[src/sv/bf3_pkg.sv]
`default_nettype none
// ============================================================================
// bf3_pkg
// Shared constants and types for the 3x3 box (mean) filter.
// ============================================================================
package bf3_pkg;

    // Default values for the top-level parameters.
    localparam int DEF_MAX_WIDTH  = 1024;
    localparam int DEF_PIXEL_BITS = 8;

    // Fixed field widths of the stream and configuration ports.
    localparam int PIXEL_IN_BITS     = 8;
    localparam int PIXEL_OUT_BITS    = 8;
    localparam int OUT_ROW_BITS      = 12;
    localparam int OUT_COL_BITS      = 10;
    localparam int FRAME_WIDTH_BITS  = 11;
    localparam int FRAME_HEIGHT_BITS = 13;
    localparam int BORDER_BITS       = 8;
    localparam int CFG_INDEX_BITS    = 2;
    localparam int CFG_DATA_BITS     = 13;
    localparam int IN_TDATA_BITS     = 8;
    localparam int OUT_TDATA_BITS    = 32;

    // Frame geometry limits and reset values.
    localparam int MIN_DIM        = 3;
    localparam int MAX_HEIGHT     = 4096;
    localparam int RESET_WIDTH    = 640;
    localparam int RESET_HEIGHT   = 480;
    localparam int RESET_BORDER   = 255;

    // Configuration register indexes.
    localparam logic [CFG_INDEX_BITS-1:0] REG_FRAME_WIDTH  = 2'd0;
    localparam logic [CFG_INDEX_BITS-1:0] REG_FRAME_HEIGHT = 2'd1;
    localparam logic [CFG_INDEX_BITS-1:0] REG_BORDER_VALUE = 2'd2;

    // Frame settings that do not depend on the parameters.
    typedef struct packed {
        logic [FRAME_HEIGHT_BITS-1:0] height;
        logic [BORDER_BITS-1:0]       border;
    } cfg_t;

    // Output position of the beat held in the first stage.
    typedef struct packed {
        logic                    emit;
        logic                    last;
        logic [OUT_ROW_BITS-1:0] row;
    } pos_t;

    // Per-result information carried from the window stage to the output.
    typedef struct packed {
        logic                    border;
        logic                    last;
        logic [OUT_ROW_BITS-1:0] row;
    } meta_t;

endpackage
`default_nettype wire

[src/sv/bf3_window.sv]
`default_nettype none
// ============================================================================
// bf3_window
// 3x3 window shift, nine-pixel sum and border decision (second stage).
// ============================================================================
module bf3_window #(
    parameter int MAX_WIDTH  = bf3_pkg::DEF_MAX_WIDTH,
    parameter int PIXEL_BITS = bf3_pkg::DEF_PIXEL_BITS
) (
    input  wire logic                           clk,
    input  wire logic                           rst_n,
    input  wire logic                           adv2,
    input  wire logic                           s1_valid,
    input  wire bf3_pkg::pos_t                  s1_pos,
    input  wire logic [$clog2(MAX_WIDTH)-1:0]   s1_col,
    input  wire logic [PIXEL_BITS-1:0]          s1_pix,
    input  wire logic [PIXEL_BITS-1:0]          top,
    input  wire logic [PIXEL_BITS-1:0]          mid,
    input  wire logic [$clog2(MAX_WIDTH+1)-1:0] width,
    input  wire bf3_pkg::cfg_t                  cfg,
    output logic                                s2_valid,
    output bf3_pkg::meta_t                      s2_meta,
    output logic [$clog2(MAX_WIDTH)-1:0]        s2_col,
    output logic [PIXEL_BITS+3:0]               s2_sum
);

    localparam int CW = $clog2(MAX_WIDTH);
    localparam int WW = $clog2(MAX_WIDTH + 1);
    localparam int SB = PIXEL_BITS + 4;
    localparam int HB = bf3_pkg::FRAME_HEIGHT_BITS;

    logic [PIXEL_BITS-1:0] win_reg  [9];
    logic [PIXEL_BITS-1:0] win_next [9];
    logic [SB-1:0]         sum_reg;
    logic [SB-1:0]         sum_next;
    logic                  s2_valid_reg;
    bf3_pkg::meta_t        meta_reg;
    bf3_pkg::meta_t        meta_next;
    logic [CW-1:0]         col_reg;
    logic                  shift;

    assign shift = adv2 && s1_valid;

    // Rows of the window are top, middle and current; the newest column is
    // on the right.
    always_comb
    begin
        for (int k = 0; k < 3; k++)
        begin
            win_next[k*3]     = win_reg[k*3 + 1];
            win_next[k*3 + 1] = win_reg[k*3 + 2];
        end
        win_next[2] = top;
        win_next[5] = mid;
        win_next[8] = s1_pix;

        sum_next = '0;
        for (int k = 0; k < 9; k++)
            sum_next = sum_next + SB'(win_next[k]);

        meta_next.border = (s1_pos.row == '0) ||
                           ({1'b0, s1_pos.row} >= cfg.height - HB'(1)) ||
                           (s1_col == '0) ||
                           (WW'(s1_col) >= width - WW'(1));
        meta_next.last   = s1_pos.last;
        meta_next.row    = s1_pos.row;
    end

    always_ff @(posedge clk or negedge rst_n)
    begin
        if (!rst_n)
        begin
            s2_valid_reg <= 1'b0;
            for (int k = 0; k < 9; k++)
                win_reg[k] <= '0;
        end
        else
        begin
            if (adv2)
                s2_valid_reg <= s1_valid && s1_pos.emit;
            if (shift)
                for (int k = 0; k < 9; k++)
                    win_reg[k] <= win_next[k];
        end
    end

    always_ff @(posedge clk)
    begin
        if (shift)
        begin
            sum_reg  <= sum_next;
            meta_reg <= meta_next;
            col_reg  <= s1_col;
        end
    end

    assign s2_valid = s2_valid_reg;
    assign s2_meta  = meta_reg;
    assign s2_col   = col_reg;
    assign s2_sum   = sum_reg;

endmodule
`default_nettype wire

[config.mk]
export PLATFORM = sky130hd
export DESIGN_NAME = bf3_window
export DESIGN_NICKNAME = d
export VERILOG_FILES = /design/src/sv/bf3_pkg.sv /design/src/sv/bf3_window.sv
export SDC_FILE = /design/constraint.sdc
export NUM_CORES = 1
export LEC_CHECK = 0
export BUFFER_PORTS_ARGS = -buffer_cell sky130_fd_sc_hd__clkbuf_2
export CAP_MARGIN = 5
export CORE_MARGIN = 10
export CORE_UTILIZATION = 52
export DETAILED_ROUTE_END_ITERATION = 6
export GPL_TIMING_DRIVEN = 0
export PLACE_DENSITY = 0.77
export SLEW_MARGIN = 0
export SYNTH_ARGS = -nofsm -noshare
export SYNTH_HDL_FRONTEND = slang
export SYNTH_SLANG_ARGS = --single-unit
[constraint.sdc]
create_clock -name clk -period 6 [get_ports clk]
set_clock_uncertainty 0.15 [all_clocks]
set_input_delay 0.3 -clock clk [delete_from_list [all_inputs] [get_ports clk]]
set_output_delay 0.3 -clock clk [all_outputs]
set_load 0.02 [all_outputs]
# Yosys cells after proc, flatten, opt, wreduce, memory -nomap -nowiden
# Cells that the tools add are included.
# word_totals
register_bits	85
in_bits	84
out_inout_bits	37
elab_cells	31
# classes
add_sub_neg	10
n_lt_le_gt_ge	2
reduce_logical	7
# ops
cell	n
adder 12 x 8 -> 12 bit	4
>= comparator 12 x 13 -> 1 bit	1
subtractor 13 x 1 -> 13 bit (second input constant)	1
adder 11 x 8 -> 12 bit	1
zero test 12 bit	1
adder 10 x 8 -> 11 bit	1
>= comparator 10 x 11 -> 1 bit	1
subtractor 11 x 1 -> 11 bit (second input constant)	1
adder 9 x 8 -> 10 bit	1
zero test 10 bit	1
adder 8 x 8 -> 9 bit	1
logical OR 1 bit	3
logical AND 1 bit	2

# Longest topological paths before layout
# Gate-level depths: netlist of the first run.
# logic_depth
depth_word	8
mapped_depth	14
mapped_depth_nobuf	14

# Worst setup path after synthesis of the first run
# No wires, ideal clock.
# synth_path
path_kind	input port to flip-flop
start	in top[3]
end	reg sum_reg[11] (netlist: s2_sum[11]) (data pin)
setup_time_ns	0.275
t_arrival_ns	3.813
t_required_ns	5.575
slack_ns	1.763
stages	14
path_buffers	0
cell_sequence	inv_1 fa_1 inv_1 fa_1 fa_1 inv_1 fa_1 inv_1 ha_1 a21o_1 a211oi_1 nor2_1 o41ai_1 o21ai_0
# synth_via
elab_chain_cells	7
# synth_lines
element	line_no	text
from (decl)	bf3_window.sv:17	input wire logic [PIXEL_BITS-1:0] top,
adder 9 x 8 -> 10 bit	bf3_window.sv:59	sum_next = sum_next + SB'(win_next[k]);
adder 10 x 8 -> 11 bit	bf3_window.sv:59	
adder 11 x 8 -> 12 bit	bf3_window.sv:59	
adder 12 x 8 -> 12 bit (4 in series)	bf3_window.sv:59	
via sum_next[11]	bf3_window.sv:35	logic [SB-1:0] sum_next;
to (signal assigned)	bf3_window.sv:91	sum_reg <= sum_next;
to (decl)	bf3_window.sv:34	logic [SB-1:0] sum_reg;
# The timed path passes the listed nets, and every way through them passes these cells.
# A chain may end at the register's enable or synchronous reset.

# Final worst setup path of the first run
# layout_path
start	reg win_reg, in the netlist win_next[11]
end	reg sum_reg[11] (netlist: s2_sum[11]) (data pin)
# layout_via
elab_chain_cells	2
# layout_lines
element	line_no	text
from (decl)	bf3_window.sv:32	logic [PIXEL_BITS-1:0] win_reg [9];
from (signal, indexed assignment)	bf3_window.sv:83	win_reg[k] <= win_next[k];
adder 12 x 8 -> 12 bit (2 in series)	bf3_window.sv:59	
via sum_next[11]	bf3_window.sv:35	
# The timed path passes the listed nets, and every way through them passes these cells.

==> flow_summary.ini, run 1 <==
[floorplanning]
number_of_cell_rows = 37
floorplan.io_pins = 121
design.die.area_um2 = 14900
die-width_um = 122
initial_core_util_pct = 53.1
die_span_y_um = 122
core_um2 = 10200

[placed_design]
numPortBuffers = 112
pre_cts_ws_ns = 1.34
dp.final_hpwl_mm = 9.54
globalplace.congestion = 0.852

[route]
drt_wl_total_mm = 12.1
final_antenna_net_count = 0
drc_errors = 0
drt-initial-drc-count = 211
dr_total_vias = 3758
number_of_vias_per_cell = 5.15
routed_wire_length_per_instance_um = 16.6
drt_pre_antenna_iters = 4

[setup_path]
crit_required_ns = 5.94
critical_path_at_ns = 4.48
type_of_element_launching_the_critical_path = flop
worstPathMaxFanout = 3
timing.rr.end = s2_sum[11]
ff2ff_path_depth = 12
crit_path_end_kind = flop
worst-setup-path-type = reg -> reg
rrSetupSlack_ns = 1.46
crit-reg2reg-launch = win_next[11]

[timing]
period_utilization_pct = 75.7
worst_slew_margin_relative_to_its_limit_pct = 50.9
rsz0062_at_grt = no
holdWs_ns = 0.0202
setup_slack_ns = 1.46
final-max-slew-violation-count = 0
finalWorstPathRequiredPeriod_ns = 4.54
max_slew.worst_pin.slew_ns = 0.737
setup_viol = 0
totalNegativeSetupSlack_ns = 0
hold_violations = 0
maxClockFrequency_mhz = 220

[layout]
multiInputGateArea_um2 = 2810
post-route-util_pct = 64.5
filler_cell_count = 801
layout.cells.most_common = clkbuf_2
final_net_count = 762
layout-drive-gt1-share_pct = 26.9
relative_area_change_from_synthesis_to_final_layout_pct = 21.4
largest_reg_flops = 48
regArea_um2 = 2310
mostFrequentLayoutCells = 113 x clkbuf_2, 77 x inv_1, 54 x fa_1

[cts]
post_cts_resize_count = 0
cts_max_path_buffers = 2
insertion_delay_ns = 0.36
cts-buffers-inserted = 9
root_buffer = clkbuf_8
cts_tree = yes
htreeDepth = 3
cts.clk_slew.worst_paths_ns = 0.08
clock_sink_count = 85

[synthesis]
ys_top_cells_by_area = dfrtp_1 23%, edfxtp_1 20%, fa_1 20%
postSynth.asyncResetShare_pct = 57.6
postSynthAreaPerCell_um2 = 12.3
synth-edff-count = 36
synth.lib_cells_used.distinct = 41
yosys_most_used_dff = dfrtp_1
synthesis.instances = 443
yosys_warnings = 0
synth_top_cell_by_area = dfrtp_1
synth_sequential_area_ratio_pct = 42.4
yosys_register_bits = 85
synth_top_area_share_pct = 22.6
syn_area_um2 = 5440
synthesis.nets = 618

[global_route]
grt_start_max_net_pins = 50
initial_antenna_violation_count = 0
grt_pass1_wl_mm = 19.8
grt_overflow_total = 0
groute.usage.overall_pct = 16.8
first_global_vias = 4176

[pwr]
reported_leakage_power_nw = 3.11
vdd_drop_max_mv = 0.632
power_density_nw_per_um2 = 559
fin_total_pwr_mw = 3.68

[hold_path]
hold-path-endpoint = s2_col[3]
hold_depth = 1
hold_start = s1_col[3]
worst_hold_path_type = in -> reg

[status]
status = finished clean

[job]
max_cap_violations = 0
cell type report:
| cell class | count | share of cell area (%) |
|---|---|---|
| clock buffer | 13 | 2.58 |
| multi-input combinational | 274 | 42.6 |
| tap | 136 | 2.58 |
| antenna | 2 | 0.0759 |
| timing repair buffer | 133 | 12.1 |
| inverter | 78 | 4.44 |
| sequential | 85 | 35.0 |
| buffer | 6 | 0.360 |
| clock inverter | 3 | 0.247 |
worst max-delay path by stage:
stage / to / from / slack [ns] / cells after the start
after floorplan: s2_sum[11] / top[3] / 1.76 / 14
after CTS: s2_sum[11] / win_next[11] / 1.49 / 12
after global routing: s2_sum[11] / mid[5] / 1.26 / 15
after global placement: s2_sum[11] / top[3] / 1.43 / 15
final: s2_sum[11] / win_next[11] / 1.46 / 12
after detailed placement: s2_sum[11] / top[3] / 1.34 / 15
report_power, final:
group          leakage [nW]  switching [mW]  internal, mW
combinational          2.07            1.30          1.05
clock                0.0989           0.204         0.187
sequential            0.935          0.0599         0.879
total                  3.11            1.57          2.12
worst max-delay path, cell delays in order, from the launching register on:
cell and delay, ns:
dfrtp_1 0.42, fa_1 0.56, fa_1 0.44, fa_1 0.55, inv_1 0.06, fa_1 0.53
inv_1 0.07, ha_1 0.29, a21o_1 0.20, a211oi_1 0.23, nor2_1 0.11, o41ai_1 0.49
o21ai_0 0.16
stage by stage:
step	area [um2]	std cells
finish	6600	730
global route	6590	728
CTS	6550	726
detailed placement	6190	692
global placement	6170	691
floorplan	5440	443
cell usage after synthesis (2+ instances only):
| library cell | n |
|---|---|
| nor3b_1 | 2 |
| or4_1 | 4 |
| a211oi_1 | 4 |
| clkbuf_1 | 4 |
| xor2_1 | 9 |
| nor2b_1 | 2 |
| nor3_1 | 5 |
| nor4_1 | 5 |
| dfrtp_1 | 49 |
| o21ai_0 | 26 |
| mux2_1 | 3 |
| inv_1 | 77 |
| ha_1 | 37 |
| fa_1 | 54 |
| nand2_1 | 32 |
| edfxtp_1 | 36 |
| a21oi_1 | 7 |
| buf_1 | 2 |
| nand3_1 | 4 |
| o41ai_1 | 2 |
| o2111ai_1 | 3 |
| mux2_2 | 26 |
| nor2_1 | 13 |
| xnor2_1 | 17 |
| a21o_1 | 4 |
layer usage:
metal  GRT usage, %  vias to the layer above  wire length (um)
met5              0                        -                 0
met4           6.85                        0               273
met3           4.55                       20               779
met2           28.2                      115              6210
met1           20.1                     1854              4850
li1               -                     1769                 -
cells by family after synthesis:
kind of cell | synth area share [%]
buf+inv | 5.80
flops | 42.4
xor+xnor | 4.19
mux | 6.01
simple gates | 6.84
compound gates | 6.31
fa+ha+maj | 28.4
repair_timing:
action	in CTS	in global routing
setup endpoints to repair	0	0
setup buffers	0	0
hold endpoints to repair	18	24
hold buffers	18	1
Note: power is estimated with default switching activity, not from simulation.
==> run 2: changes to the inputs <==
--- a/config.mk
+++ b/config.mk
@@ -8,7 +8,7 @@
 export BUFFER_PORTS_ARGS = -buffer_cell sky130_fd_sc_hd__clkbuf_2
 export CAP_MARGIN = 5
 export CORE_MARGIN = 10
-export CORE_UTILIZATION = 52
+export CORE_UTILIZATION = 50
 export DETAILED_ROUTE_END_ITERATION = 6
 export GPL_TIMING_DRIVEN = 0
 export PLACE_DENSITY = 0.77
==> constraint.sdc (replaced) <==
create_clock -name clk -period 3.7 [get_ports clk]
set_clock_uncertainty 0.15 [all_clocks]
set_input_delay 0.185 -clock clk [delete_from_list [all_inputs] [get_ports clk]]
set_output_delay 0.185 -clock clk [all_outputs]
set_load 0.02 [all_outputs]
==> run 2 against run 1 <==
The flow now finishes with violations (setup timing); sequential share of layout area down 2.2 points; global-route usage grew 0.48 points; cell count rose by 5.2%; flip-flop and latch count is the same; die area is 3.3% higher; core utilization increased by 1.1 points; register-to-register slack worse by 1.9 ns; first-iteration DRC count is 32% lower.
==> flow_summary.ini, run 2 (synthesized netlist as in run 1, its figures left out) <==
[timing]
maxClockFrequency_mhz = 242
setup_viol = 6
final-max-slew-violation-count = 0
rsz0062_at_grt = yes
hold_violations = 0
finalWorstPathRequiredPeriod_ns = 4.13
max_slew.worst_pin.slew_ns = 0.677
worst_slew_margin_relative_to_its_limit_pct = 54.9
period_utilization_pct = 112
totalNegativeSetupSlack_ns = -1.83
setup_slack_ns = -0.434

[cts]
htreeDepth = 3
insertion_delay_ns = 0.37
cts-buffers-inserted = 9
cts_tree = yes
root_buffer = clkbuf_8
cts.clk_slew.worst_paths_ns = 0.09
cts_max_path_buffers = 2
clock_sink_count = 85

[global_route]
grt_pass1_wl_mm = 22.1
first_global_vias = 4639
grt_overflow_total = 0
initial_antenna_violation_count = 1
grt_start_max_net_pins = 50
groute.usage.overall_pct = 17.3

[layout]
largest_reg_flops = 48
layout.cells.most_common = clkbuf_2
relative_area_change_from_synthesis_to_final_layout_pct = 29.6
mostFrequentLayoutCells = 113 x clkbuf_2, 72 x inv_1, 51 x fa_1
multiInputGateArea_um2 = 2900
regArea_um2 = 2310
filler_cell_count = 843
layout-drive-gt1-share_pct = 28.9
final_net_count = 797

[floorplanning]
floorplan.io_pins = 121
number_of_cell_rows = 38
initial_core_util_pct = 50.6
design.die.area_um2 = 15400
die-width_um = 124
die_span_y_um = 124
core_um2 = 10700

[setup_path]
critical_path_at_ns = 4.10
crit_path_end_kind = flop
type_of_element_launching_the_critical_path = flop
worstPathMaxFanout = 2
worst-setup-path-type = reg -> reg
crit_required_ns = 3.66

[route]
drt_pre_antenna_iters = 4
drt-initial-drc-count = 144
final_antenna_net_count = 0
drc_errors = 0
dr_total_vias = 4004
number_of_vias_per_cell = 5.21
routed_wire_length_per_instance_um = 16.5
drt_wl_total_mm = 12.7

[status]
status = finished with violations
failed_checks = setup timing

[pwr]
reported_leakage_power_nw = 3.26
vdd_drop_max_mv = 0.871
fin_total_pwr_mw = 6.79
power_density_nw_per_um2 = 964

[hold_path]
worst_hold_path_type = in -> async

[placed_design]
dp.final_hpwl_mm = 9.60
numPortBuffers = 112
globalplace.congestion = 0.791

[job]
max_cap_violations = 0
[run 2: cell type report]
cell class / instances / area share [%]
multi-input cells: 274 / 41.2
flip-flops and latches: 85 / 32.7
repair buffers: 168 / 16.1
inverters: 78 / 4.16
well taps: 140 / 2.49
clock buffers: 12 / 2.22
clock inverters: 4 / 0.781
plain buffers: 6 / 0.337
diodes: 1 / 0.0355
[run 2: timing repair]
action                                 4_1_cts  5_1_grt
gates resized for setup                      2       10
pin swaps                                    6       10
buffers inserted                             4        0
setup endpoints to repair                    6        7
endpoints found under the hold margin       97        0
hold buffers                                50        0
[run 2: critical path, cell delays in order, from the launching register on]
cell	delay, ns
dfrtp_1	0.41
fa_1	0.56
fa_1	0.45
fa_1	0.49
fa_1	0.51
ha_4	0.20
fa_2	0.39
a21o_1	0.21
a211oi_2	0.21
nor2_2	0.07
o22ai_2	0.13
xnor2_1	0.10
[run 2: worst paths after layout]
check | startpoint | to | slack [ns] | depth (start not counted)
setup / recovery | win_next[10] | s2_sum[10] | -0.43 | 11
hold / removal | rst_n | win_next[32] | 0.12 | 2
setup reg to reg | win_next[10] | s2_sum[10] | -0.43 | 11
hold reg to reg | win_next[12] | win_next[20] | 0.34 | 2
max in group asynchronous | rst_n | win_next[47] | 2.76 | 3
min in group clk | width[10] | s2_meta[13] | 0.14 | 3
[run 2: where the power goes]
group / leakage (nW) / total, mW / switching [mW] / internal [mW]
Clock: 0.102 / 0.703 / 0.347 / 0.356
Combinational: 2.23 / 4.56 / 2.35 / 2.20
Sequential: 0.935 / 1.53 / 0.106 / 1.43
[run 2: routing by layer]
layer	share of wire [%]	GRT usage, %	vias to the layer above
met5	0	0	-
li1	-	-	1854
met1	37	17.9	2009
met3	4.4	3.87	34
met2	56	32.3	107
met4	2.7	7.40	0
[run 2: per-stage QoR]
stage	util [%]	instances	cell area, um2	setup WS [ns]	hold slack [ns]
4_1_cts	65.0	766	6980	-0.400	0.115
5_1_grt	65.6	768	7050	-0.536	0.151
6_report	65.6	768	7050	-0.434	0.121
3_5_place_dp	58.1	696	6240	-0.430	0.221
3_3_place_gp	57.9	695	6220	-0.386	0.214
2_1_floorplan	-	443	5480	-0.226	-0.261
