<file path="src/sv/bf3_pkg.sv">
`default_nettype none
// ============================================================================
// bf3_pkg
// Shared constants and types for the 3x3 box (mean) filter.
// ============================================================================
package bf3_pkg;

    // Default values for the top-level parameters.
    localparam int DEF_MAX_WIDTH  = 1024;
    localparam int DEF_PIXEL_BITS = 8;

    // Fixed field widths of the stream and configuration ports.
    localparam int PIXEL_IN_BITS     = 8;
    localparam int PIXEL_OUT_BITS    = 8;
    localparam int OUT_ROW_BITS      = 12;
    localparam int OUT_COL_BITS      = 10;
    localparam int FRAME_WIDTH_BITS  = 11;
    localparam int FRAME_HEIGHT_BITS = 13;
    localparam int BORDER_BITS       = 8;
    localparam int CFG_INDEX_BITS    = 2;
    localparam int CFG_DATA_BITS     = 13;
    localparam int IN_TDATA_BITS     = 8;
    localparam int OUT_TDATA_BITS    = 32;

    // Frame geometry limits and reset values.
    localparam int MIN_DIM        = 3;
    localparam int MAX_HEIGHT     = 4096;
    localparam int RESET_WIDTH    = 640;
    localparam int RESET_HEIGHT   = 480;
    localparam int RESET_BORDER   = 255;

    // Configuration register indexes.
    localparam logic [CFG_INDEX_BITS-1:0] REG_FRAME_WIDTH  = 2'd0;
    localparam logic [CFG_INDEX_BITS-1:0] REG_FRAME_HEIGHT = 2'd1;
    localparam logic [CFG_INDEX_BITS-1:0] REG_BORDER_VALUE = 2'd2;

    // Frame settings that do not depend on the parameters.
    typedef struct packed {
        logic [FRAME_HEIGHT_BITS-1:0] height;
        logic [BORDER_BITS-1:0]       border;
    } cfg_t;

    // Output position of the beat held in the first stage.
    typedef struct packed {
        logic                    emit;
        logic                    last;
        logic [OUT_ROW_BITS-1:0] row;
    } pos_t;

    // Per-result information carried from the window stage to the output.
    typedef struct packed {
        logic                    border;
        logic                    last;
        logic [OUT_ROW_BITS-1:0] row;
    } meta_t;

endpackage
`default_nettype wire

</file>
<file path="src/sv/bf3_divide.sv">
`default_nettype none
// ============================================================================
// bf3_divide
// Divide-by-nine, border selection and the output register.
// ============================================================================
module bf3_divide #(
    parameter int MAX_WIDTH  = bf3_pkg::DEF_MAX_WIDTH,
    parameter int PIXEL_BITS = bf3_pkg::DEF_PIXEL_BITS
) (
    input  wire logic                                clk,
    input  wire logic                                rst_n,
    input  wire logic                                adv3,
    input  wire logic                                s2_valid,
    input  wire bf3_pkg::meta_t                      s2_meta,
    input  wire logic [$clog2(MAX_WIDTH)-1:0]        s2_col,
    input  wire logic [PIXEL_BITS+3:0]               s2_sum,
    input  wire bf3_pkg::cfg_t                       cfg,
    output logic                                     out_valid,
    output logic [bf3_pkg::PIXEL_OUT_BITS-1:0]       out_pixel,
    output logic [bf3_pkg::OUT_ROW_BITS-1:0]         out_row,
    output logic [bf3_pkg::OUT_COL_BITS-1:0]         out_col,
    output logic                                     out_last
);

    localparam int SB = PIXEL_BITS + 4;
    localparam int QB = SB - 3;
    localparam logic [QB-1:0] RECIP = QB'((2 ** SB) / 9);

    logic [SB+QB-1:0] product;
    logic [QB-1:0]    quot_est;
    logic [SB-1:0]    remainder;
    logic [QB-1:0]    quot;
    logic [bf3_pkg::PIXEL_OUT_BITS-1:0] pixel_next;

    logic                               out_valid_reg;
    logic [bf3_pkg::PIXEL_OUT_BITS-1:0] pixel_reg;
    logic [bf3_pkg::OUT_ROW_BITS-1:0]   row_reg;
    logic [bf3_pkg::OUT_COL_BITS-1:0]   col_reg;
    logic                               last_reg;

    // The reciprocal rounds down, so the estimate is at most one below the
    // true quotient; one compare against the remainder fixes it.
    always_comb
    begin
        product   = (SB+QB)'(s2_sum) * (SB+QB)'(RECIP);
        quot_est  = product[SB+QB-1:SB];
        remainder = s2_sum - ((SB'(quot_est) << 3) + SB'(quot_est));
        quot      = (remainder >= SB'(9)) ? quot_est + QB'(1) : quot_est;
        pixel_next = s2_meta.border ? cfg.border
                                    : bf3_pkg::PIXEL_OUT_BITS'(quot[PIXEL_BITS-1:0]);
    end

    always_ff @(posedge clk or negedge rst_n)
    begin
        if (!rst_n)
            out_valid_reg <= 1'b0;
        else if (adv3)
            out_valid_reg <= s2_valid;
    end

    always_ff @(posedge clk)
    begin
        if (adv3 && s2_valid)
        begin
            pixel_reg <= pixel_next;
            row_reg   <= s2_meta.row;
            col_reg   <= bf3_pkg::OUT_COL_BITS'(s2_col);
            last_reg  <= s2_meta.last;
        end
    end

    assign out_valid = out_valid_reg;
    assign out_pixel = pixel_reg;
    assign out_row   = row_reg;
    assign out_col   = col_reg;
    assign out_last  = last_reg;

endmodule
`default_nettype wire

</file>
<file path="config.mk">
export PLATFORM = sky130hd
export DESIGN_NAME = bf3_divide
export DESIGN_NICKNAME = d
export VERILOG_FILES = /design/src/sv/bf3_pkg.sv /design/src/sv/bf3_divide.sv
export SDC_FILE = /design/constraint.sdc
export NUM_CORES = 1
export LEC_CHECK = 0
export BUFFER_PORTS_ARGS = -buffer_cell sky130_fd_sc_hd__buf_2
export CORE_MARGIN = 4
export CORE_UTILIZATION = 60
export CTS_BUF_LIST = sky130_fd_sc_hd__clkbuf_8
export CTS_CLUSTER_DIAMETER = 120
export CTS_CLUSTER_SIZE = 20
export DETAILED_ROUTE_END_ITERATION = 8
export PLACE_DENSITY = 0.95
export SYNTH_ARGS = -nofsm -noshare
export SYNTH_HDL_FRONTEND = slang
export SYNTH_SLANG_ARGS = --single-unit
</file>
<file path="constraint.sdc">
create_clock -name clk -period 1.99 [get_ports clk]
set_input_delay 0.398 -clock clk [delete_from_list [all_inputs] [get_ports clk]]
set_output_delay 0.398 -clock clk [all_outputs]
set_load 0.1 [all_outputs]
</file>
Word level (Yosys, flattened, before mapping)
Cells that the tools add are included.

storage, ports and cells
  register bits = 32
  bits in latches = 0
  memory bits (writable) = 0
  bits in read-only memories = 0
  output and inout bits = 32
  word-level logic and storage cells = 13
  memories = 0

cells by class
  add/sub/neg operators = 3
  multipliers = 1
  div/mod/pow operators = 0
  $lt $le $gt $ge = 1
  equality and inequality tests = 0
  shift-type cells = 0
  multiplexer cells = 2
  bitwise gates (word level) = 0
  reduce and logical (&&, ||, !) cells = 1

operators with widths
  operator                 count
  $mul A12 B9 Y21 const B  1
  $mux W8                  2
  $add A12 B9 Y12          1
  $ge A12 B4 Y1 const B    1
  $sub A12 B12 Y12         1
  $add A8 B1 Y8 const B    1
  $logic_and A1 B1 Y1      1

Depth between registers and ports, before layout
Gate-level depths: netlist of run 1.

  depth after elaboration = 6
  gate-level depth with buffers = 29
  gate-level depth less buffers = 28

Worst setup path after synthesis of run 1
OpenSTA, ideal clock, no wires.

  path type = input-to-reg
  from = in s2_sum[9]
  to = reg pixel_reg (netlist bit out_pixel[3]), data pin
  library setup time = 0.259 ns
  arrival time = 6.704 ns
  data required time = 1.731 ns
  setup slack = -4.973 ns
  cell stages on the path = 28
  buffers on the path = 1
  path through = inv_1 fa_1 inv_1 ha_1 fa_1 inv_1 fa_1 inv_1 ha_1 nand3_1 o31a_1 and2_1 buf_2 a21o_1 a311oi_2 inv_1 fa_1 inv_1 ha_1 nand3_1 a21oi_1 or3_1 a21oi_1 xnor2_1 nor4_2 a21oi_2 and3_1 o31a_1

between the ends
  word-level cells in the longest chain between the ends = 6
  elaborated cells between the ends (all ways) = 7
  those cells by class = add/sub: 3; mul: 1; order compare: 1; mux: 2

ends and longest elaborated chain
  element                   line              source
  start: declaration        bf3_divide.sv:16  input wire logic [PIXEL_BITS+3:0] s2_sum,
  $mul A12 B9 Y21           bf3_divide.sv:45  product = (SB+QB)'(s2_sum) * (SB+QB)'(RECIP);
  $add A12 B9 Y12           bf3_divide.sv:47  remainder = s2_sum - ((SB'(quot_est) << 3) + SB'(quot_est));
  $sub A12 B12 Y12          bf3_divide.sv:47
  $ge A12 B4 Y1             bf3_divide.sv:48  quot = (remainder >= SB'(9)) ? quot_est + QB'(1) : quot_est;
  $mux W8 (*)               bf3_divide.sv:48
  $mux W8 (*)               bf3_divide.sv:49  pixel_next = s2_meta.border ? cfg.border
  via pixel_next (one bit)  bf3_divide.sv:33  logic [bf3_pkg::PIXEL_OUT_BITS-1:0] pixel_next;
  end signal: assignment    bf3_divide.sv:65  pixel_reg <= pixel_next;
  end: declaration          bf3_divide.sv:36  logic [bf3_pkg::PIXEL_OUT_BITS-1:0] pixel_reg;

The timed path passes the listed nets; every way through them passes the cells marked *.
A chain may end at the register's enable or synchronous reset.

Final worst setup path of run 1
Same ends and word-level chain as after synthesis.

==> reports/metrics.cfg, run 1 <==
[synthesis]
number_of_flops_mapped_to_enable_cells_by_yosys=31
post_synth_instance_area_sq_um=3890
ys.flop_type=edfxtp_1
total_number_of_yosys_warnings=0
netlist-cell-type-count=57
synth_seq_area_share=0.246
synth_area_per_cell_sq_um=9.97
ys_seq_elements=32
synthCells=390
async_reset_ff_frac=0.0313
synth_nets=545

[detailed_routing]
viasPerCell=6.61
wirelength_mm=17.9
route.vias.total=4352
detail_route.iter0.violations=645
drc=0
drtPass1Iterations=6
detail_route.wl_per_cell_microns=27.2
drt.antenna.violating_nets=0

[clock_network]
clock_insertion_delay_worst_skew_ns=0.29
worst_setup_hold_path_clk_slew_ns=0.09
cts_tree=done
clock_tree.htree_level_count=2
max-clock-path-buffers=2
numCtsBuffers=5
clock_tree.root_cell=clkbuf_8
cts.sink_count=32

[sta]
post-route-min-period_ns=7.18
hold_viol=0
slew_violations=0
fin_skew_ns=0
max-slew-margin-rel=0.611
timing.final.setup_violations=8
grt_setup_unrepaired=true
finalWorstSetupSlack_ns=-5.19
tightest_slew_ns=0.581
final.period_utilization=3.61
fmax_mhz=139

[final_layout]
antennaDiodeCount=0
fin_nets=735
most-common-layout-cells=buf_4 (110), buf_2 (74), inv_1 (67), ha_1 (49), edfxtp_1 (31)
fin_cells=658
post_route_cells_drive_above_1_share=0.473
final_common_cell=buf_4
largest_register_ff_count=12
area_growth_pct=48.1
postLayoutCoreUtil=0.912

[floorplan]
core_area_sq_um=6310
die_area_sq_um=7830
row_count=29
die_w_microns=88.5
design.portCount=93
floorplan.die.height_microns=88.5
initial_core_util=0.616

[placed_design]
dp_hpwl_mm=10.8
pre_cts_slack_ns=-5.06
numPlacedInstances=635
gpl.final_weighted_congestion=0.951
port-buffer-count=79

[setup_path]
critPathKind=input port to register
cpMaxStageDelayCell=fa_1
worst-path-max-fanout=5
startpoint_kind_of_the_worst_setup_timing_path=input port
worstPathRequired_ns=2.04
crit_arrival_ns=7.24
worst_path_largest_cell_delay_ns=0.58
timing.critical_path.max_delay_family=adder cells
critical_path.n_buffers_inverters=7
endpoint_kind=register

[global_routing]
number_of_antenna_violations_at_the_first_check_in_global_routing=0
grt-ovfl-total=0
largest_net_degree_at_the_start_of_global_routing=30
grt_first_pass_wirelength_mm=22.3
first_global_vias=4355
grt.total_usage=0.393

[run_status]
run_status=finished with violations
violations=setup timing

[hold_path]
timing.hold.worst.class=input port to register

[flow_run]
timing.max_cap.violations=0

[metrics by stage]
| stage | instance area (sq um) | TNS (ns) | hold WS, ns |
|---|---|---|---|
| floorplan | 4060 | -35.18 | 0.102 |
| global placement | 5220 | -36.16 | 0.173 |
| detailed placement | 5220 | -40.03 | 0.174 |
| CTS | 5520 | -35.14 | 0.276 |
| global route | 5760 | -43.89 | 0.274 |
| finish | 5760 | -40.97 | 0.284 |
[final cells by class]
type                            count  area, sq um
Inverter                           83          320
Tap cell                           77         96.3
Timing Repair Buffer              188         1240
Clock inverter                      3         23.8
Sequential cell                    32          956
Multi-Input combinational cell    270         3050
Fill cell                         231          556
Clock buffer                        5         68.8
[logic make-up (layout without fill, tap and decap cells)]
family / after synthesis / count (layout) / synth area share
adders and majority gates: 94 / 94 / 0.359
and+or+nand+nor: 78 / 78 / 0.107
xor gates and xnor gates: 25 / 25 / 0.0621
buffers and inverters: 88 / 279 / 0.0875
AOI/OAI and AO/OA: 68 / 68 / 0.126
DFF: 32 / 32 / 0.246
muxes: 5 / 5 / 0.0132
[final timing paths]
path | startpoint | end | slack [ns] | depth (start not counted)
max | s2_sum[9] | out_pixel[3]$_DFFE_PP_ | -5.19 | 29
min | s2_meta[2] | out_row[2]$_DFFE_PP_ | 0.28 | 1
max reg2reg | out_valid$_DFFE_PN0P_ | out_valid$_DFFE_PN0P_ | 1.19 | 1
min reg2reg | out_valid$_DFFE_PN0P_ | out_valid$_DFFE_PN0P_ | 0.59 | 1
max in group asynchronous | rst_n | out_valid$_DFFE_PN0P_ | 1.48 | 2
min in group asynchronous | rst_n | out_valid$_DFFE_PN0P_ | 0.41 | 2
[synthesized netlist by cell type, drive strengths merged, types with 3 or more instances]
master	count	area share
buf	3	0.0051
mux2i	4	0.010
a21o	5	0.0097
a21oi	15	0.021
o31a	3	0.0068
and2	4	0.0064
xnor2	18	0.042
nor4	3	0.0064
a211oi	5	0.0097
ha	65	0.21
inv	83	0.080
edfxtp	31	0.24
o2111ai	3	0.0068
a311oi	5	0.014
fa	29	0.15
nor3	7	0.0090
xor2	6	0.014
nand2b	6	0.0097
nor2	11	0.011
nor2b	4	0.0064
nand3	11	0.014
nand2	18	0.017
or3	3	0.0048
o21ai	16	0.021
[layer usage]
metal / vias up / wire length (microns) / global-route usage
li1: 1714 / - / -
met1: 1962 / 5400 / 0.393
met2: 476 / 8110 / 0.692
met3: 200 / 2140 / 0.0754
met4: 0 / 2260 / 0.342
met5: - / 0 / 0
[repair_timing]
| action | CTS | global route |
|---|---|---|
| pin swaps | 15 | 26 |
| hold endpoints to repair | 1 | 0 |
| setup buffers | 7 | 7 |
| resized for setup | 28 | 40 |
| hold buffers | 1 | 0 |
| setup endpoints to repair | 8 | 8 |
Power of run 1 is left out: the tool's default activity adds up to more than one toggle a clock period on the data nets, which glitch-free logic cannot reach.
==> run 2: changes to the inputs <==
Settings changed: PLACE_DENSITY 0.95 to 0.88.
==> run 2 against run 1 <==
Net effect:
- the run now fails in 5_1_grt
- area after synthesis stayed put
- synthesized cell count stayed put
==> reports/metrics.cfg, run 2 <==
[floorplan]
design.portCount=93
floorplan.die.height_microns=88.5
initial_core_util=0.616
row_count=29
die_w_microns=88.5

[synthesis]
netlist.area_leader.share=0.239
synth_nets=545
netlist-cell-type-count=57
total_number_of_yosys_warnings=0
synthCells=390
synth_seq_area_share=0.246
synth_area_per_cell_sq_um=9.97
async_reset_ff_frac=0.0313
ys.flop_type=edfxtp_1
post_synth_most_frequent_cells=inv_1 (83), ha_1 (65), edfxtp_1 (31)
ys_seq_elements=32
ys_top_cells_by_area=edfxtp_1 (24%), ha_1 (21%), fa_1 (15%)
post_synth_instance_area_sq_um=3890
synthMostInstantiatedCell=inv_1
synth.largest_area_cell=edfxtp_1
number_of_flops_mapped_to_enable_cells_by_yosys=31

[placed_design]
dp_hpwl_mm=10.7
port-buffer-count=79
gpl.final_weighted_congestion=0.921
numPlacedInstances=640
pre_cts_slack_ns=-5.19

[clock_network]
numCtsBuffers=5
max-clock-path-buffers=2
clock_tree.root_cell=clkbuf_8
cts.sink_count=32
clock_tree.htree_level_count=2

[run_status]
failed_stage=5_1_grt
stop_error=[ERROR GRT-0232] Routing congestion too high. Check the congestion heatmap in the GUI.
run_status=stopped before the end

[sta]
worstEpCategory=register data pin
grt_repair_worst_endpoint=out_pixel[4]$_DFFE_PP_/D

[global_routing]
grt-ovfl-total=75
grt.total_usage=0.703
largest_net_degree_at_the_start_of_global_routing=32

[run 2: cell counts after synthesis]
Identical to the previous run, type by type.
[run 2: per-stage QoR]
stage	area [sq um]	hold WS (ns)
floorplan	4060	0.102
global placement	5260	0.173
detailed placement	5260	0.181
CTS	5840	0.282
[run 2: per-layer routing]
| metal | GRT overflow | global-route usage |
|---|---|---|
| met5 | 0 | 0.0649 |
| met4 | 27 | 0.765 |
| met3 | 0 | 0.532 |
| met2 | 48 | 0.914 |
| met1 | 0 | 0.661 |
[run 2: kinds of logic after synthesis]
| logic type | synth area share |
|---|---|
| AO/OA/AOI/OAI | 0.126 |
| XOR/XNOR | 0.0621 |
| adder cells (fa/ha/maj) | 0.359 |
| buffers and inverters | 0.0875 |
| flip-flops | 0.246 |
| multiplexers | 0.0132 |
| AND/OR/NAND/NOR | 0.107 |
[run 2: what timing repair did]
| item | in CTS |
|---|---|
| gates resized for setup | 73 |
| hold endpoints to repair | 1 |
| hold buffers | 1 |
| pin swaps | 42 |
| endpoints found under the setup margin | 8 |
| buffers inserted | 19 |
==> run 3: changes to the inputs <==
Settings changed: CORE_UTILIZATION 60 to 40, CTS_BUF_LIST sky130_fd_sc_hd__clkbuf_8 to unset, CTS_CLUSTER_DIAMETER 120 to unset, CTS_CLUSTER_SIZE 20 to unset, PLACE_DENSITY 0.88 to unset, PLACE_DENSITY_LB_ADDON set to 0.15.
==> run 3 against run 2 <==
Net effect:
- the flow now finishes, with violations (setup timing)
==> reports/metrics.cfg, run 3 (synthesized netlist as in run 1, its figures left out) <==
[run_status]
run_status=finished with violations
violations=setup timing

[global_routing]
grt.total_usage=0.179
number_of_antenna_violations_at_the_first_check_in_global_routing=0
grt-ovfl-total=0
largest_net_degree_at_the_start_of_global_routing=32
grt_first_pass_wirelength_mm=16.5
first_global_vias=3457

[sta]
tns_ns=-33.65
tightest_slew_ns=0.501
grt_setup_unrepaired=true
hold_viol=0
max-slew-margin-rel=0.668
finalWorstSetupSlack_ns=-4.29
final.period_utilization=3.16
slew_violations=0
fin_skew_ns=0
post-route-min-period_ns=6.28
fmax_mhz=159
timing.final.setup_violations=8

[detailed_routing]
detail_route.wl_per_cell_microns=13.8
viasPerCell=4.77
detail_route.iter0.violations=111
wirelength_mm=9.67
drc=0
route.vias.total=3333
drtPass1Iterations=4
drt.antenna.violating_nets=0

[final_layout]
fill_cells=824
post_route_cells_drive_above_1_share=0.439
antennaDiodeCount=0
most-common-layout-cells=buf_4 (99), buf_2 (75), inv_1 (69), ha_1 (53), edfxtp_1 (31)
area_growth_pct=44.9
largest_register_ff_count=12
fin_nets=724
final_common_cell=buf_4

[setup_path]
worst_r2r_startpoint=out_valid$_DFFE_PN0P_
timing.critical_path.max_delay_family=adder cells
crit_arrival_ns=6.30
endpoint_kind=register
r2r_setup_slack_ns=1.26
critPathKind=input port to register
rr_worst_depth=1
worst_path_largest_cell_delay_ns=0.55
worst-path-max-fanout=5
critical_path.n_buffers_inverters=8
startpoint_kind_of_the_worst_setup_timing_path=input port
worstPathRequired_ns=2.01
cpMaxStageDelayCell=fa_1
worstReg2RegEnd=out_valid$_DFFE_PN0P_

[flow_run]
timing.max_cap.violations=0

[hold_path]
hold_path.startpoint=s2_col[6]
timing.hold.worst.class=input port to register
hold_path_end=out_col[6]$_DFFE_PP_
worstHoldPathCells=1

[floorplan]
row_count=35
core_area_sq_um=9370
floorplan.die.height_microns=107
die_w_microns=107
design.portCount=93
die_area_sq_um=11400
initial_core_util=0.415

[clock_network]
max-clock-path-buffers=2
clock_tree.htree_level_count=2
clock_tree.root_cell=clkbuf_8
clock_insertion_delay_worst_skew_ns=0.27
worst_setup_hold_path_clk_slew_ns=0.07
cts_tree=done
cts.sink_count=32
numCtsBuffers=5

[placed_design]
dp_hpwl_mm=8.62
gpl.final_weighted_congestion=0.840
port-buffer-count=79

-- run 3: worst max path at each step --
stage               depth (start not counted)                      to  slack, ns      start
floorplan                                  28  out_pixel[5]$_DFFE_PP_      -4.52  s2_sum[9]
global placement                           27  out_pixel[5]$_DFFE_PP_      -4.71  s2_sum[9]
CTS                                        28  out_pixel[3]$_DFFE_PP_      -4.27  s2_sum[9]
global route                               30  out_pixel[7]$_DFFE_PP_      -4.66  s2_sum[9]
detailed placement                         29  out_pixel[5]$_DFFE_PP_      -4.79  s2_sum[9]
finish                                     29  out_pixel[4]$_DFFE_PP_      -4.29  s2_sum[9]
-- run 3: repair_timing --
action                     4_1_cts  5_1_grt
gates resized for setup         31       13
hold endpoints to repair         1        0
hold buffers                     1        0
setup endpoints to repair        8        8
setup buffers                    3        3
pin swaps                       23        3
-- run 3: area by class of cell --
type	instances	area, sq um	share of cell area
Multi-Input combinational cell	270	2930	0.521
Timing Repair Buffer	177	1150	0.205
Sequential cell	32	956	0.170
Inverter	83	315	0.0560
Tap cell	129	161	0.0287
Clock buffer	5	68.8	0.0122
Clock inverter	3	42.5	0.00755
-- run 3: through the flow --
step	cells	instance area (sq um)	hold slack (ns)	util	setup WS [ns]
3_3_place_gp	684	5260	0.173	0.562	-4.71
6_report	699	5630	0.295	0.601	-4.29
5_1_grt	699	5630	0.276	0.601	-4.66
2_1_floorplan	390	4060	0.102	-	-4.52
4_1_cts	696	5560	0.283	0.593	-4.27
3_5_place_dp	684	5260	0.175	0.562	-4.79
-- run 3: metal layers --
metal  track usage  routed length (microns)  vias to the layer above
met5             0                        0                        -
met4        0.0393                       79                        0
met3        0.0175                      374                        6
met2         0.321                     4820                       66
met1         0.234                     4400                     1566
li1              -                        -                     1695
Power of run 3 is left out for the same reason.
==> run 4: changes to the inputs <==
Clock period 1.99 ns to 5.8 ns, I/O delays scaled along.
==> run 4 against run 3 <==
Net effect:
- the run still ends with setup timing left
- cell area is 0.71% higher
- sequential share of layout area down 0.12 points
- sequential cell count unchanged
- non-clock buffer count down 3
- wire length down 1.4%
==> reports/metrics.cfg, run 4 (synthesized netlist as in run 1, its figures left out) <==
[floorplan]
die_area_sq_um=11400
initial_core_util=0.415
design.portCount=93
floorplan.die.height_microns=107
row_count=35
die_w_microns=107
core_area_sq_um=9370

[placed_design]
dp_hpwl_mm=8.43
gpl.final_weighted_congestion=0.825
placement.cell_area_sq_um=5250
port-buffer-count=79

[sta]
grt_setup_unrepaired=true
finalWorstSetupSlack_ns=-1.25
timing.final.setup_violations=8
hold_viol=0
tns_ns=-9.80
final.period_utilization=1.22
hold_ws_ns=0.502
fmax_mhz=142
post-route-min-period_ns=7.05
tightest_slew_ns=0.495
fin_skew_ns=0
max-slew-margin-rel=0.672
slew_violations=0

[detailed_routing]
drt.antenna.violating_nets=0
viasPerCell=4.80
route.vias.total=3338
drc=0
detail_route.iter0.violations=81
drtPass1Iterations=4
wirelength_mm=9.54
detail_route.wl_per_cell_microns=13.7

[clock_network]
cts_tree=done
cts.sink_count=32
worst_setup_hold_path_clk_slew_ns=0.07
clock_tree.root_cell=clkbuf_8
clock_tree.htree_level_count=2
clock_insertion_delay_worst_skew_ns=0.27
cts.hold.buffers_added=0
numCtsBuffers=5
max-clock-path-buffers=2

[run_status]
violations=setup timing
run_status=finished with violations

[final_layout]
area_growth_pct=45.9
final_common_cell=buf_4
fin_nets=721
post_route_cells_drive_above_1_share=0.446
largest_register_ff_count=12
antennaDiodeCount=0
final_area_sq_um=5670
most-common-layout-cells=buf_4 (96), buf_2 (73), inv_1 (69), ha_1 (53), edfxtp_1 (31)

[setup_path]
critPathKind=input port to register
startpoint_kind_of_the_worst_setup_timing_path=input port
cpMaxStageDelayCell=fa_1
worstPathRequired_ns=5.83
crit_arrival_ns=7.08
worst-path-max-fanout=4
endpoint_kind=register
r2r_setup_slack_ns=5.07
worst_path_largest_cell_delay_ns=0.53

[global_routing]
first_global_vias=3405
grt_first_pass_wirelength_mm=15.6
globalRouteMet2Util=0.295
grt_most_used_layer=met2
grtUsageMet3=0.0265
gr-usage-met1=0.218
grt-ovfl-total=0
grt.total_usage=0.170
number_of_antenna_violations_at_the_first_check_in_global_routing=0
largest_net_degree_at_the_start_of_global_routing=32

[hold_path]
timing.hold.worst.class=register to register

[flow_run]
timing.max_cap.violations=0

[run 4: cell types whose count changed in the layout (fill, tap and decap cells not counted), sizes merged]
cell,change
buf,-2
dlygate4sd3,-1
[run 4: repair_timing]
item	CTS	global route
setup endpoints to repair	8	8
pin swaps	33	22
cloned	0	0
buffers inserted	3	3
resized for setup	52	9
[run 4: through the flow]
stage,setup WS (ns),instances,utilization
5_1_grt,-1.57,696,0.605
3_5_place_dp,-1.77,682,0.560
2_1_floorplan,-1.47,390,-
3_3_place_gp,-1.68,682,0.560
6_report,-1.25,696,0.605
4_1_cts,-1.25,693,0.598
[run 4: area by class of cell]
cell class              count  area, sq um
clock buffers               5         68.8
clock inverters             3         42.5
fillers                   801         3700
inverters                  83          318
multi-input cells         270         2980
flip-flops and latches     32          956
well taps                 129          161
repair buffers            174         1150
[run 4: final timing paths]
check,start,to,cells after the start
min in group asynchronous,rst_n,out_valid$_DFFE_PN0P_,1
hold reg to reg,out_valid$_DFFE_PN0P_,out_valid$_DFFE_PN0P_,1
setup reg to reg,out_valid$_DFFE_PN0P_,out_valid$_DFFE_PN0P_,1
setup / recovery,s2_sum[9],out_pixel[5]$_DFFE_PP_,30
max in group asynchronous,rst_n,out_valid$_DFFE_PN0P_,1
hold / removal,out_valid$_DFFE_PN0P_,out_valid$_DFFE_PN0P_,1
[run 4: worst max-delay path, delay by kind of cell]
kind	cells	cell delay, ns
adders and majority gates	7	2.79
AOI/OAI and AO/OA	8	1.30
xor gates and xnor gates	2	0.64
and+or+nand+nor	5	0.62
buffers and inverters	8	0.60
[run 4: layer usage]
layer | routed length [microns] | vias to the layer above | share of wire
met5 | 0 | - | 0
met4 | 191 | 0 | 0.020
met3 | 540 | 12 | 0.057
met2 | 4560 | 83 | 0.48
met1 | 4240 | 1557 | 0.45
li1 | - | 1686 | -
Power of run 4 is left out for the same reason.
